### config.mk
export PLATFORM = sky130hd
export DESIGN_NAME = tx_trigger_rate_gate_core
export DESIGN_NICKNAME = d
export VERILOG_FILES = /design/src/hw/rtl/ttrg_pkg.sv /design/src/hw/rtl/ttrg_step.sv /design/src/hw/rtl/tx_trigger_rate_gate_core.sv
export VERILOG_INCLUDE_DIRS = /design/src /design/src/hw/rtl
export SDC_FILE = /design/constraint.sdc
export NUM_CORES = 1
export LEC_CHECK = 0
export ABC_AREA = 1
export BUFFER_PORTS_ARGS = -buffer_cell sky130_fd_sc_hd__buf_2
export CAP_MARGIN = 20
export CORE_MARGIN = 5
export CORE_UTILIZATION = 61
export DETAILED_ROUTE_END_ITERATION = 7
export GPL_TIMING_DRIVEN = 0
export PLACE_DENSITY = 0.77
export SYNTH_ARGS = -nofsm -noshare
export SYNTH_HDL_FRONTEND = slang
export SYNTH_SLANG_ARGS = --single-unit
### constraint.sdc
create_clock -name clk -period 10.1 [get_ports clk]
set_input_delay 0.505 -clock clk [delete_from_list [all_inputs] [get_ports clk]]
set_output_delay 0.505 -clock clk [all_outputs]
set_load 0.01 [all_outputs]
### src/hw/rtl/tx_trigger_rate_gate_core_macros.svh
// Assertion macros for the transmit trigger rate gate, sampled on clk, idle in reset.
`ifndef TX_TRIGGER_RATE_GATE_CORE_MACROS_SVH
`define TX_TRIGGER_RATE_GATE_CORE_MACROS_SVH

// Same-cycle implication.
`define TTRG_ASSERT_NOW(label, ante, cons) \
  label: assert property (@(posedge clk) disable iff (!rst_n) (ante) |-> (cons)) \
    else $error("ttrg check failed");

// Next-cycle implication.
`define TTRG_ASSERT_NEXT(label, ante, cons) \
  label: assert property (@(posedge clk) disable iff (!rst_n) (ante) |=> (cons)) \
    else $error("ttrg check failed");

`endif

### src/hw/rtl/ttrg_pkg.sv
// Types, constants and fire-attempt function for the transmit trigger rate gate.
package ttrg_pkg;

  localparam int CFG_IDX_W  = 8;
  localparam int CFG_DATA_W = 16;
  localparam int MS_W       = 16;

  localparam logic [CFG_IDX_W-1:0] CFG_IDX_CYCLE_TIME  = 8'd0;
  localparam logic [CFG_IDX_W-1:0] CFG_IDX_MIN_GAP     = 8'd1;
  localparam logic [CFG_IDX_W-1:0] CFG_IDX_SPONT_EN    = 8'd2;
  localparam logic [CFG_IDX_W-1:0] CFG_IDX_ONLY_ACTIVE = 8'd3;

  localparam logic OP_TICK  = 1'b0;
  localparam logic OP_SPONT = 1'b1;

  localparam logic KIND_PERIODIC = 1'b0;
  localparam logic KIND_SPONT    = 1'b1;

  localparam logic [1:0] INACTIVE_LIMIT = 2'd1;
  localparam logic [1:0] INACTIVE_SAT   = 2'd2;

  localparam logic [MS_W-1:0] MS_MAX = '1;

  typedef struct packed {
    logic opcode;
    logic all_default;
    logic service_running;
  } in_item_t;

  typedef struct packed {
    logic fire;
    logic fire_kind;
    logic pending;
  } out_item_t;

  typedef struct packed {
    logic [MS_W-1:0] cycle_time_ms;
    logic [MS_W-1:0] min_gap_ms;
    logic            spontaneous_enable;
    logic            send_only_if_active;
  } cfg_t;

  typedef struct packed {
    logic [MS_W-1:0] period_phase;
    logic [MS_W-1:0] since_last_fire;
    logic            deferred_valid;
    logic            deferred_kind;
    logic [1:0]      inactive_count;
  } gate_state_t;

  typedef struct packed {
    gate_state_t st;
    logic        fired;
  } attempt_res_t;

  // Attempt: gate on service/enable, defer in gap, else fire; periodic if active.
  function automatic attempt_res_t attempt(gate_state_t s, logic kind, logic dflt,
                                           logic running, cfg_t cfg);
    attempt_res_t r;
    r.st    = s;
    r.fired = 1'b0;
    if (running && !(kind == KIND_SPONT && !cfg.spontaneous_enable)) begin
      if (cfg.min_gap_ms != '0 && s.since_last_fire < cfg.min_gap_ms) begin
        if (s.deferred_valid) begin
          if (kind == KIND_SPONT) r.st.deferred_kind = KIND_SPONT;
        end else begin
          r.st.deferred_valid = 1'b1;
          r.st.deferred_kind  = kind;
        end
      end else begin
        r.fired = 1'b1;
        if (cfg.send_only_if_active) begin
          if (dflt) begin
            if (s.inactive_count < INACTIVE_SAT) begin
              r.st.inactive_count = s.inactive_count + 2'd1;
            end
          end else begin
            r.st.inactive_count = '0;
          end
          if (kind == KIND_PERIODIC && r.st.inactive_count > INACTIVE_LIMIT) begin
            r.fired = 1'b0;
          end
        end
        if (r.fired) r.st.since_last_fire = '0;
      end
    end
    return r;
  endfunction

endpackage

### src/hw/rtl/ttrg_step.sv
// Next-state and result logic for one tick or spontaneous request.
module ttrg_step import ttrg_pkg::*; (
  input  cfg_t        cfg,
  input  gate_state_t state_cur,
  input  in_item_t    item,
  output gate_state_t state_next,
  output out_item_t   result
);

  attempt_res_t def_res;
  attempt_res_t per_res;
  attempt_res_t sp_res;
  gate_state_t  s;
  logic         fired;
  logic         kind;
  logic         job_kind;

  always_comb begin
    s        = state_cur;
    fired    = 1'b0;
    kind     = KIND_PERIODIC;
    job_kind = state_cur.deferred_kind;
    sp_res   = attempt(s, KIND_SPONT, item.all_default, item.service_running, cfg);
    def_res  = '0;
    per_res  = '0;
    if (item.opcode == OP_SPONT) begin
      s     = sp_res.st;
      fired = sp_res.fired;
      kind  = KIND_SPONT;
    end else begin
      // Advance time first.
      if (s.since_last_fire != MS_MAX) s.since_last_fire = s.since_last_fire + 16'd1;
      // Run a due deferred job; it is consumed even if it fails.
      if (s.deferred_valid && s.since_last_fire >= cfg.min_gap_ms) begin
        s.deferred_valid = 1'b0;
        s.deferred_kind  = KIND_PERIODIC;
        def_res = attempt(s, job_kind, item.all_default, item.service_running, cfg);
        s       = def_res.st;
        if (def_res.fired) begin
          fired = 1'b1;
          kind  = job_kind;
        end
      end
      if (cfg.cycle_time_ms != '0) begin
        s.period_phase = s.period_phase + 16'd1;
        if (s.period_phase >= cfg.cycle_time_ms) begin
          s.period_phase = '0;
          per_res = attempt(s, KIND_PERIODIC, item.all_default, item.service_running, cfg);
          s       = per_res.st;
          if (per_res.fired) begin
            if (!fired) kind = KIND_PERIODIC;
            fired = 1'b1;
          end
        end
      end else begin
        s.period_phase = '0;
      end
    end
    state_next       = s;
    result.fire      = fired;
    result.fire_kind = fired & kind;
    result.pending   = s.deferred_valid;
  end

endmodule

### src/hw/rtl/tx_trigger_rate_gate_core.sv
// Transmit trigger rate gate: input register, gate logic, result register.
// Each item passes the input register, then the result register. Throughput: one
// item per cycle while the output is not stalled; the gate state updates in the
// same cycle an item moves from the input register into the result register.
// Reset (rst_n low, synchronous): config, valid flags and gate state cleared,
// since_last_fire saturated, both channels empty; data registers not reset.
`include "tx_trigger_rate_gate_core_macros.svh"

module tx_trigger_rate_gate_core import ttrg_pkg::*; (
  input  logic                  clk,
  input  logic                  rst_n,
  input  logic                  in_valid,
  output logic                  in_stall,
  input  in_item_t              in_data,
  output logic                  out_valid,
  input  logic                  out_stall,
  output out_item_t             out_data,
  input  logic                  cfg_valid,
  output logic                  cfg_ready,
  input  logic [CFG_IDX_W-1:0]  cfg_index,
  input  logic [CFG_DATA_W-1:0] cfg_data
);

  cfg_t        cfg_r;
  gate_state_t state_r;
  gate_state_t state_nxt;
  in_item_t    in_data_r;
  logic        in_valid_r;
  out_item_t   out_data_r;
  out_item_t   result;
  logic        out_valid_r;
  logic        advance;

  assign cfg_ready = 1'b1;
  assign advance   = !out_valid_r || !out_stall;
  assign in_stall  = in_valid_r && !advance;
  assign out_valid = out_valid_r;
  assign out_data  = out_data_r;

  ttrg_step u_step (
    .cfg        (cfg_r),
    .state_cur  (state_r),
    .item       (in_data_r),
    .state_next (state_nxt),
    .result     (result)
  );

  always_ff @(posedge clk) begin
    if (!rst_n) begin
      cfg_r <= '0;
    end else if (cfg_valid && cfg_ready) begin
      unique case (cfg_index)
        CFG_IDX_CYCLE_TIME:  cfg_r.cycle_time_ms       <= cfg_data;
        CFG_IDX_MIN_GAP:     cfg_r.min_gap_ms          <= cfg_data;
        CFG_IDX_SPONT_EN:    cfg_r.spontaneous_enable  <= cfg_data[0];
        CFG_IDX_ONLY_ACTIVE: cfg_r.send_only_if_active <= cfg_data[0];
        default: ;
      endcase
    end
  end

  always_ff @(posedge clk) begin
    if (!rst_n) begin
      in_valid_r  <= 1'b0;
      out_valid_r <= 1'b0;
      state_r     <= '{period_phase: '0, since_last_fire: MS_MAX, deferred_valid: 1'b0,
                       deferred_kind: 1'b0, inactive_count: '0};
    end else begin
      if (!in_stall) in_valid_r <= in_valid;
      if (advance) out_valid_r <= in_valid_r;
      // Commit the state only when the transaction moves on.
      if (advance && in_valid_r) state_r <= state_nxt;
    end
  end

  always_ff @(posedge clk) begin
    if (in_valid && !in_stall) in_data_r <= in_data;
    if (advance && in_valid_r) out_data_r <= result;
  end

  `TTRG_ASSERT_NEXT(a_item_reaches_output, in_valid_r && advance, out_valid_r)
  `TTRG_ASSERT_NOW(a_inactive_saturates, 1'b1, state_r.inactive_count != 2'd3)
  `TTRG_ASSERT_NOW(a_idle_job_kind_clear, !state_r.deferred_valid, !state_r.deferred_kind)

endmodule
* Word level (Yosys, flattened, before mapping)
Cells that the tools add are included.
** Storage, ports and cells
- Output and inout bits :: 6
- Bits of input ports :: 32
- Word-level logic and storage cells :: 141
- Register bits :: 78
** Operators by class
- Order comparisons :: 9
- Eq/ne operators :: 8
- Add/subtract/negate cells :: 4
- Reduce and logical (&&, ||, !) cells :: 29
- Multiplexer cells :: 71
- Bitwise operators :: 3
** Operators with widths (count)
- $mux W21 :: 8
- $mux W16 :: 8
- $mux W36 :: 2
- $mux W20 :: 3
- $lt A16 B16 Y1 :: 3
- $mux W3 :: 14
- $mux W2 :: 19
- $add A16 B1 Y16 const B :: 2
- $ge A16 B16 Y1 :: 2
- $reduce_bool A16 Y1 :: 2
- $mux W1 :: 17
- $eq A8 B2 Y1 const B :: 2
- $ne A16 B16 Y1 const B :: 1
- $logic_and A1 B1 Y1 :: 11
- $reduce_and A2 Y1 :: 5
- $eq A8 B1 Y1 const B :: 1
- $logic_not A8 Y1 :: 1
- $logic_not A1 Y1 :: 6
- $reduce_and A3 Y1 :: 2
- $add A2 B1 Y2 const B :: 2
- $gt A2 B1 Y1 const B :: 2
- $lt A2 B2 Y1 const B :: 2
- $ne A2 B1 Y1 const B :: 2
- $ne A2 B2 Y1 const B :: 2
- other kinds (4) :: 5

* Longest topological paths before layout
Gate-level depths: netlist (run 1).
- Depth after elaboration :: 52
- Depth in mapped cells :: 38

* Cells and area by module
From an unflattened synthesis (run 1), not the netlist that was laid out.
** Second synthesis, totals
- Cells, all modules :: 937
- Area total of the unflattened synthesis :: 6135.9 um2
** Modules (own cells, without submodules)
- ttrg_step :: cells each 547, sequential area each 0.0 um2, instances 1, area each 3124.2 um2
- tx_trigger_rate_gate_core :: cells each 390, sequential area each 1621.6 um2, instances 1, area each 3011.6 um2

* Least setup slack after synthesis (run 1)
No wires, ideal clock.
- Kind :: flip-flop to flip-flop
- From :: register state_r[4] (netlist name)
- To :: register out_data_r (netlist bit out_data[1]) (data pin)
- Data required time :: 9.842 ns
- Arrival time :: 4.337 ns
- Clock period less this slack :: 4.595 ns
- Setup slack :: 5.505 ns
- Cell stages (with the launch flop) :: 32
- Path buffers :: 1
- Cells stage by stage :: dfxtp_1 -> inv_1 -> nor3_1 -> inv_1 -> nor3_1 -> inv_1 -> nor2_1 -> nand2_1 -> nor2_1 -> inv_1 -> nor2_1 -> xor2_1 -> nand2_1 -> ha_1 -> nand4_1 -> nor2_1 -> nand3_1 -> nand3_1 -> nand2_1 -> nor2_1 -> clkbuf_1 -> nor2_1 -> ha_1 -> a21oi_1 -> nand3b_1 -> a21oi_1 -> nor2_1 -> nand2_4 -> nand3_4 -> o21ai_1 -> nand2_1 -> a21oi_2
** RTL lines
- start: declaration :: line tx_trigger_rate_gate_core.sv:25 : gate_state_t state_r;
- start signal: assignment :: line tx_trigger_rate_gate_core.sv:66 : state_r <= '{period_phase: '0, since_last_fire: MS_MAX, deferred_valid: 1'b0,
- start signal: assignment :: line tx_trigger_rate_gate_core.sv:72 : if (advance && in_valid_r) state_r <= state_nxt;
- end signal: assignment :: line tx_trigger_rate_gate_core.sv:78 : if (advance && in_valid_r) out_data_r <= result;
- end: declaration :: line tx_trigger_rate_gate_core.sv:29 : out_item_t out_data_r;

==> results of run 1 <==
## power groups by stage
stage               clock network (mW)  registers [mW]  logic [mW]
floorplan                            0           0.330       0.157
CTS                              0.261           0.325       0.210
global placement                     0           0.332       0.201
global route                     0.276           0.326       0.245
detailed placement                   0           0.332       0.208
finish                           0.260           0.325       0.212
## metrics by stage
step | power (mW) | setup WS, ns
4_1_cts | 0.796 | 4.11
3_5_place_dp | 0.540 | 4.13
2_1_floorplan | 0.487 | 5.51
5_1_grt | 0.848 | 3.37
3_3_place_gp | 0.532 | 4.27
6_report | 0.797 | 3.94
## final cells by class
class	count	area [um2]
Fill cell	739	2770
Multi-Input combinational cell	531	3200
Timing Repair Buffer	35	175
Clock buffer	10	128
Inverter	112	420
Sequential cell	78	1620
Tap cell	108	135
Buffer	22	98.8
Clock inverter	6	86.3
## how the worst max path moves through the flow
stage | slack, ns | to | cells past startpoint
2_1_floorplan | 5.51 | out_data[1]$_DFFE_PP_ | 31
3_3_place_gp | 4.27 | out_data[2]$_DFFE_PP_ | 31
3_5_place_dp | 4.13 | out_data[2]$_DFFE_PP_ | 31
4_1_cts | 4.11 | out_data[2]$_DFFE_PP_ | 31
5_1_grt | 3.37 | out_data[2]$_DFFE_PP_ | 31
6_report | 3.94 | out_data[2]$_DFFE_PP_ | 31
## sequential cells by signal, summed over array words and instances (netlist names)
register and count:
cfg_r 34, in_data_r 3, state_r 36, out_data 3, out_valid 1, in_valid_r 1
## synthesized netlist by cell type (2+ instances only)
library cell	n	share of area, %
nor3b_1	2	0.28
nand3_1	37	3.5
nor2_2	3	0.35
nand3b_1	2	0.28
edfxtp_1	6	3.4
nand2_2	7	0.82
xor2_1	14	2.3
nand2_1	114	8.0
a211oi_1	2	0.28
o21ai_0	54	5.1
a21oi_1	89	8.3
clkbuf_1	19	1.3
nor4_1	2	0.23
a22oi_1	3	0.42
inv_2	2	0.14
nand4_1	24	2.8
nor3_1	17	1.6
nand4_2	2	0.47
o211ai_1	12	1.7
ha_1	66	15
or2_2	2	0.23
dfxtp_1	72	27
o21a_1	2	0.28
nor2_1	55	3.9
xnor2_1	6	0.98
inv_1	110	7.7
## metal layers
layer / vias up / wire length (um)
met5: - / 0
met4: 0 / 484
met3: 37 / 872
met2: 160 / 6910
met1: 2398 / 5980
li1: 2593 / -
## logic make-up (layout without fill, tap and decap cells)
kind of cell               count (synthesis)  count (layout)  share of synthesized area (%)
AOI/OAI and AO/OA                        172             172                           17.6
adders and majority gates                 66              66                           15.5
and+or+nand+nor                          272             272                           23.5
DFF                                       78              78                           30.4
other                                      1               1                         0.0703
xor gates and xnor gates                  20              20                           3.28
buffers and inverters                    134             185                           9.73
## worst max-delay path: cells and delay by family, from the launching register on
kind / cells / cell delay [ns]
buf+inv: 5 / 0.90
xor+xnor: 1 / 0.22
flops: 1 / 0.39
simple gates: 20 / 3.46
compound gates: 3 / 0.29
fa+ha+maj: 2 / 0.65
==> metrics.cfg, run 1 <==
[critical_path]
reg2reg_from = state_r[4]$_SDFFE_PN1P_
rr_worst_depth = 31
worstReg2RegEnd = out_data[2]$_DFFE_PP_
arrival_ns = 6.27
cpMostUsedCell = nor2_1
r2r_slack_ns = 3.94
worstSetupStartpoint = state_r[4]$_SDFFE_PN1P_
critical_path_class = flop to flop
endpoint_kind = flop
crit_required_ns = 10.21
cp_slowest_cell = nor2_1
startpoint_type = flop
max_stage_delay_ns = 0.56
cp_max_fo = 10

[die]
dieArea_um2 = 10700
io_pins = 38
start_util_pct = 61.8
rows = 34
coreArea_um2 = 8640
fp.dieH_um = 104
die-width_um = 104

[finish]
final_cell_mix = nand2_1 (114), inv_1 (110), a21oi_1 (89), dfxtp_1 (72), ha_1 (66)
final_cell_area_um2 = 5860
insertedDiodeCount = 0
fin_cells = 902
syn2layout_area_growth_pct = 9.82
nets = 887
final_common_cell = nand2_1
drive_gt1_share_pct = 9.57
final_util_pct = 67.9

[sta]
finalCritPeriodShare_pct = 61.0
skew_ns = 0.0142
worstMarginPinSlew_ns = 0.671
max_freq_ghz = 0.162
maxSlewViolCount = 0
hold_viol = 0
rsz0062_at_grt = false
max_slew_margin_pct = 55.3
setup_viol = 0
whs_ns = 0.314
min_period_ns = 6.16
tns_ns = 0

[logic_synthesis]
syn_area_per_cell_um2 = 7.18
yosys_register_bits = 78
async_flop_share_pct = 0
ys_seq_area_share_pct = 30.4
dominantRegCellSynth = dfxtp_1
syn_inst = 743
yosys_warnings = 0
syn_nets = 841
netlist_area_um2 = 5340
synth.distinct_cells = 45
synth-edff-count = 6

[hold_path]
min_from = in_data[0]
whs_endpoint = in_data_r[0]$_DFFE_PP_
min_path_type = primary input to flop
hold_depth = 1

[place]
io_buffers = 35
gp_congestion = 0.968
dpl.cell_count = 886
hpwl_um = 11200
place_area_um2 = 5650

[routing]
wl_per_cell_um = 15.8
post_drt_via_cell_ratio = 5.75
num_vias = 5188
drtPass1Iterations = 5
postRouteAntennaNets = 0
wl_um = 14200
drt_iter0_drc = 305
route.detailed.drc = 0

[clocking]
cts.sinks = 78
postCtsSetupBuffers = 0
clkTransAtPathRegs_ns = 0.09
cts_tree = built
worst_skew_pair.late_latency_ns = 0.36
clockRootBuffer = clkbuf_8
cts_inserted_buffers = 9
hold_buffers = 0
cts_resized = 0
cts_max_path_buffers = 2
ctsHtreeMaxLevel = 3

[global_route]
grtUsageMet1_pct = 32.2
gr-total-overflow = 0
antenna_found_initial = 0
grt_busiest_layer = met2
grt_pass1_vias = 5215
use_met2_pct = 47.4
grtUsageMet3_pct = 4.79
track_usage_pct = 27.2
grt_pass1_wl_um = 24300
grt_max_degree = 14

[pwr]
peakVddDrop_mv = 0.0843
total_leakage_power_nw = 2.64
pwr-share-seq_pct = 40.8
p_sw_share_pct = 32.7
switching_power_uw = 261
p_clk_share_pct = 32.6
powerDensity_nw_per_um2 = 136
comb_power_share_pct = 26.6
p_int_uw = 537

[flow_run]
maxCapViolCount = 0

[outcome]
outcome = finished, final reports clean

No activity file was read; power rests on OpenSTA's default activity.
==> inputs of run 2 (changes only) <==
==> constraint.sdc (replaced) <==
create_clock -name clk -period 5.96 [get_ports clk]
set_input_delay 0.298 -clock clk [delete_from_list [all_inputs] [get_ports clk]]
set_output_delay 0.298 -clock clk [all_outputs]
set_load 0.01 [all_outputs]
==> metrics.cfg, run 2 (synthesis results as in run 1) <==
[outcome]
outcome = finished, final reports clean

[clocking]
clkTransAtPathRegs_ns = 0.09
clockRootBuffer = clkbuf_8
worst_skew_pair.late_latency_ns = 0.37
ctsHtreeMaxLevel = 3
cts_resized = 1
postCtsSetupBuffers = 0
hold_buffers = 0
cts_tree = built
cts_max_path_buffers = 2
cts_inserted_buffers = 9
cts.sinks = 78

[sta]
maxSlewViolCount = 0
rsz0062_at_grt = false
skew_ns = 0.0158
finalCritPeriodShare_pct = 90.6
worstMarginPinSlew_ns = 0.670
max_freq_ghz = 0.185
setup_viol = 0
tns_ns = 0
min_period_ns = 5.40
hold_viol = 0
max_slew_margin_pct = 55.4

[critical_path]
cp_num_cells = 32
cp_slowest_cell = dfxtp_1
cp.buffers_inverters = 5
crit_family = simple AND/OR/NAND/NOR gates
worstSetupStartpoint = state_r[4]$_SDFFE_PN1P_
endpoint_kind = flop
reg2reg_from = state_r[4]$_SDFFE_PN1P_
worstReg2RegEnd = out_data[1]$_DFFE_PP_
rr_worst_depth = 32
arrival_ns = 5.52
max_stage_delay_ns = 0.39
critical_path_class = flop to flop
cp_max_fo = 10
r2r_slack_ns = 0.56
startpoint_type = flop
crit_end = out_data[1]$_DFFE_PP_
cpMostUsedCell = nand2_1
crit_required_ns = 6.09

[finish]
final_util_pct = 68.1
fin_cells = 902
reg_top3 = state_r (36), cfg_r (34)
syn2layout_area_growth_pct = 10.2
final_cell_area_um2 = 5880
largest_register_ffs = 36
multiInputGateArea_um2 = 3210
nets = 887
regArea_um2 = 1620
drive_gt1_share_pct = 10.2
final_cell_mix = nand2_1 (114), inv_1 (110), a21oi_1 (89), dfxtp_1 (72), ha_1 (66)
insertedDiodeCount = 0
regMostFlops = state_r
nFillCells = 737
final_common_cell = nand2_1

[flow_run]
maxCapViolCount = 0

[die]
start_util_pct = 61.8
die-width_um = 104
coreArea_um2 = 8640
io_pins = 38
fp.dieH_um = 104
rows = 34
dieArea_um2 = 10700

[global_route]
track_usage_pct = 27.2
antenna_found_initial = 0
gr-total-overflow = 0
grt_max_degree = 14
grt_pass1_vias = 5219
grt_pass1_wl_um = 24200

[pwr]
comb_power_share_pct = 26.6
peakVddDrop_mv = 0.143
switching_power_uw = 446
total_leakage_power_nw = 2.64
p_clk_share_pct = 32.7
finalPower_mw = 1.36
powerDensity_nw_per_um2 = 231
p_int_uw = 910
pwr-share-seq_pct = 40.6
p_sw_share_pct = 32.9

[hold_path]
min_path_type = primary input to flop

[routing]
wl_um = 14200
wl_per_cell_um = 15.8
drtPass1Iterations = 5
route.detailed.drc = 0
post_drt_via_cell_ratio = 5.79
drt_iter0_drc = 326
postRouteAntennaNets = 0
num_vias = 5225

[place]
place_area_um2 = 5650
gp_congestion = 0.968
hpwl_um = 11200
io_buffers = 35
dpl.cell_count = 886

run 2: cell counts in the layout (fill, tap and decap cells not counted):
No cell type changed its count.
run 2: final cells by class:
class	instances	area share, %
buffer	22	1.70
clock buffer	10	2.17
clock inverter	6	1.47
inverter	112	7.15
multi-input combinational	531	54.7
sequential	78	27.6
tap	108	2.30
timing repair buffer	35	2.98
run 2: routing by layer:
metal	part of all wire (%)	GRT usage [%]	routed length [um]	vias up
met5	0	0	0	-
met4	4.0	12.8	571	0
met3	5.6	4.91	790	53
met2	48	47.4	6860	159
met1	42	32.0	6010	2422
li1	-	-	-	2591
run 2: power groups by stage:
stage               logic [mW]  clock network (mW)  registers (mW)
floorplan                0.265                   0           0.560
global placement         0.340                   0           0.562
detailed placement       0.353                   0           0.563
CTS                      0.357               0.443           0.550
global route             0.417               0.468           0.552
finish                   0.361               0.444           0.551
run 2: worst min path at each step:
| stage | from | endpoint | slack (ns) | cells past startpoint |
|---|---|---|---|---|
| floorplan | in_data[0] | in_data_r[0]$_DFFE_PP_ | 0.40 | 0 |
| global placement | state_r[28]$_SDFFE_PN0P_ | state_r[28]$_SDFFE_PN0P_ | 0.45 | 2 |
| detailed placement | state_r[28]$_SDFFE_PN0P_ | state_r[28]$_SDFFE_PN0P_ | 0.46 | 2 |
| CTS | in_data[0] | in_data_r[0]$_DFFE_PP_ | 0.1 | 1 |
| global route | in_data[2] | in_data_r[2]$_DFFE_PP_ | 0.09 | 1 |
| finish | in_data[0] | in_data_r[0]$_DFFE_PP_ | 0.1 | 1 |
run 2: metrics by stage:
step | setup WS (ns) | hold WS, ns
after floorplan | 1.37 | 0.397
after global routing | 0.0472 | 0.0907
after global placement | 0.127 | 0.452
after CTS | 0.131 | 0.0983
after detailed placement | -0.0112 | 0.457
final | 0.561 | 0.0989
run 2: worst register-to-register path: cells and delay by family (launching register included):
family | cells | cell delay (ns)
compound gates | 3 | 0.36
xor+xnor | 1 | 0.22
fa+ha+maj | 2 | 0.62
buf+inv | 5 | 0.69
flops | 1 | 0.39
simple gates | 21 | 2.87
==> inputs of run 3 (changes only) <==
--- a/config.mk
+++ b/config.mk
@@ -10,10 +10,10 @@
 export BUFFER_PORTS_ARGS = -buffer_cell sky130_fd_sc_hd__buf_2
 export CAP_MARGIN = 20
 export CORE_MARGIN = 5
-export CORE_UTILIZATION = 61
+export CORE_UTILIZATION = 55
 export DETAILED_ROUTE_END_ITERATION = 7
 export GPL_TIMING_DRIVEN = 0
-export PLACE_DENSITY = 0.77
+export PLACE_DENSITY = 0.74
 export SYNTH_ARGS = -nofsm -noshare
 export SYNTH_HDL_FRONTEND = slang
 export SYNTH_SLANG_ARGS = --single-unit
==> constraint.sdc (replaced) <==
create_clock -name clk -period 4.8 [get_ports clk]
set_input_delay 0.24 -clock clk [delete_from_list [all_inputs] [get_ports clk]]
set_output_delay 0.24 -clock clk [all_outputs]
set_load 0.01 [all_outputs]
==> metrics.cfg, run 3 (synthesis results as in run 1) <==
[outcome]
outcome = complete, but fails checks
violations = setup timing

[sta]
max_slew_margin_pct = 56.2
skew_ns = 0.0110
finalCritPeriodShare_pct = 100
setup_slack_ns = -0.0115
min_period_ns = 4.81
rsz0062_at_grt = true
max_freq_ghz = 0.208
hold_viol = 0
worstMarginPinSlew_ns = 0.657
setup_viol = 1
maxSlewViolCount = 0

[global_route]
gr-total-overflow = 0
grt_max_degree = 15
antenna_found_initial = 0
grt_pass1_vias = 5088
grt_pass1_wl_um = 23400
track_usage_pct = 25.3

[clocking]
cts_tree = built
cts_inserted_buffers = 9
cts.sinks = 78
worst_skew_pair.late_latency_ns = 0.37
clockRootBuffer = clkbuf_8
clkTransAtPathRegs_ns = 0.09
ctsHtreeMaxLevel = 3
cts_max_path_buffers = 2

[finish]
reg_top3 = state_r (36), cfg_r (34)
fin_cells = 955
largest_register_ffs = 36
insertedDiodeCount = 0
final_common_cell = nand2_1
regMostFlops = state_r
nets = 915
syn2layout_area_growth_pct = 20.4
final_cell_mix = nand2_1 (107), inv_1 (106), a21oi_1 (84), dfxtp_1 (69), ha_1 (63)
drive_gt1_share_pct = 18.7
final_cell_area_um2 = 6430

[critical_path]
endpoint_kind = flop
worstSetupStartpoint = state_r[4]$_SDFFE_PN1P_
reg2reg_from = state_r[4]$_SDFFE_PN1P_
cp_max_fo = 7
max_stage_delay_ns = 0.38
crit_family = simple AND/OR/NAND/NOR gates
critical_path_class = flop to flop
cpMostUsedCell = nor2_4
arrival_ns = 5.03
worstReg2RegEnd = state_r[13]$_SDFFE_PN1P_
rr_worst_depth = 31
cp_slowest_cell = dfxtp_4
cp.buffers_inverters = 6
crit_required_ns = 5.02
startpoint_type = flop
r2r_slack_ns = -0.01

[die]
io_pins = 38
coreArea_um2 = 9640
die-width_um = 109
dieArea_um2 = 11800
fp.dieH_um = 109
start_util_pct = 55.4
rows = 36

[pwr]
p_sw_share_pct = 34.9
total_leakage_power_nw = 2.84
comb_power_share_pct = 33.1
peakVddDrop_mv = 0.215
p_int_mw = 1.15
powerDensity_nw_per_um2 = 276
switching_power_uw = 620
pwr-share-seq_pct = 38.6
p_clk_share_pct = 28.3

[routing]
num_vias = 5426
post_drt_via_cell_ratio = 5.68
drt_iter0_drc = 367
wl_per_cell_um = 15.8
wl_um = 15100
drtPass1Iterations = 5
postRouteAntennaNets = 0
route.detailed.drc = 0

[place]
gp_congestion = 0.882
dpl.cell_count = 911
hpwl_um = 10900
place_area_um2 = 5680
io_buffers = 35

[hold_path]
whs_endpoint = in_data_r[0]$_DFFE_PP_
hold_depth = 1
min_path_type = primary input to flop
min_from = in_data[0]

[flow_run]
maxCapViolCount = 0

-- run 3: power groups by stage --
stage	logic [mW]	clock network [mW]	registers [mW]
CTS	0.465	0.502	0.684
detailed placement	0.436	0	0.698
floorplan	0.330	0	0.695
finish	0.588	0.502	0.685
global placement	0.423	0	0.698
global route	0.652	0.533	0.687
-- run 3: worst max-delay path by stage --
stage                                     endpoint  slack [ns]  depth (start not counted)
after global placement       out_data[2]$_DFFE_PP_       -1.12                         31
after CTS                    out_data[1]$_DFFE_PP_        0.02                         31
after global routing      state_r[13]$_SDFFE_PN1P_       -0.28                         31
final                     state_r[13]$_SDFFE_PN1P_       -0.01                         31
after detailed placement     out_data[1]$_DFFE_PP_       -1.20                         31
after floorplan              out_data[1]$_DFFE_PP_        0.21                         31
-- run 3: area by class of cell --
type	count	area [um2]
clock inverters	5	58.8
inverters	112	423
repair buffers	63	442
plain buffers	22	110
multi-input cells	531	3470
clock buffers	11	131
flip-flops and latches	78	1630
well taps	133	166
fillers	842	3210
-- run 3: what timing repair did --
item	4_1_cts	5_1_grt
gates cloned	0	1
hold buffers	0	0
pin swaps	11	29
endpoints found under the setup margin	23	23
gates resized for setup	26	56
buffers inserted	8	20
-- run 3: per-layer routing --
layer | vias up | track usage [%] | share of wire [%]
met5 | - | 0 | 0
met4 | 0 | 11.1 | 2.8
met3 | 32 | 5.07 | 8.7
met2 | 228 | 40.9 | 47
met1 | 2514 | 32.6 | 42
li1 | 2652 | - | -
-- run 3: per-stage QoR --
| step | TNS [ns] | hold slack [ns] | worst slack (ns) | power, mW | util, % |
|---|---|---|---|---|---|
| floorplan | 0 | 0.339 | 0.205 | 1.02 | - |
| global placement | -21.95 | 0.417 | -1.12 | 1.12 | 58.9 |
| detailed placement | -23.72 | 0.419 | -1.20 | 1.13 | 58.9 |
| CTS | 0 | 0.0338 | 0.0182 | 1.65 | 62.5 |
| global route | -4.95 | 0.0295 | -0.277 | 1.87 | 66.7 |
| finish | -0.0115 | 0.0416 | -0.0115 | 1.77 | 66.7 |
-- run 3: worst reg2reg max path, delay by kind of cell, from the launching register on --
| kind | cells | cell delay, ns |
|---|---|---|
| AO/OA/AOI/OAI | 1 | 0.23 |
| AND/OR/NAND/NOR | 20 | 2.25 |
| adder cells (fa/ha/maj) | 3 | 0.78 |
| flip-flops | 1 | 0.38 |
| buffers and inverters | 6 | 0.83 |
| XOR/XNOR | 1 | 0.19 |
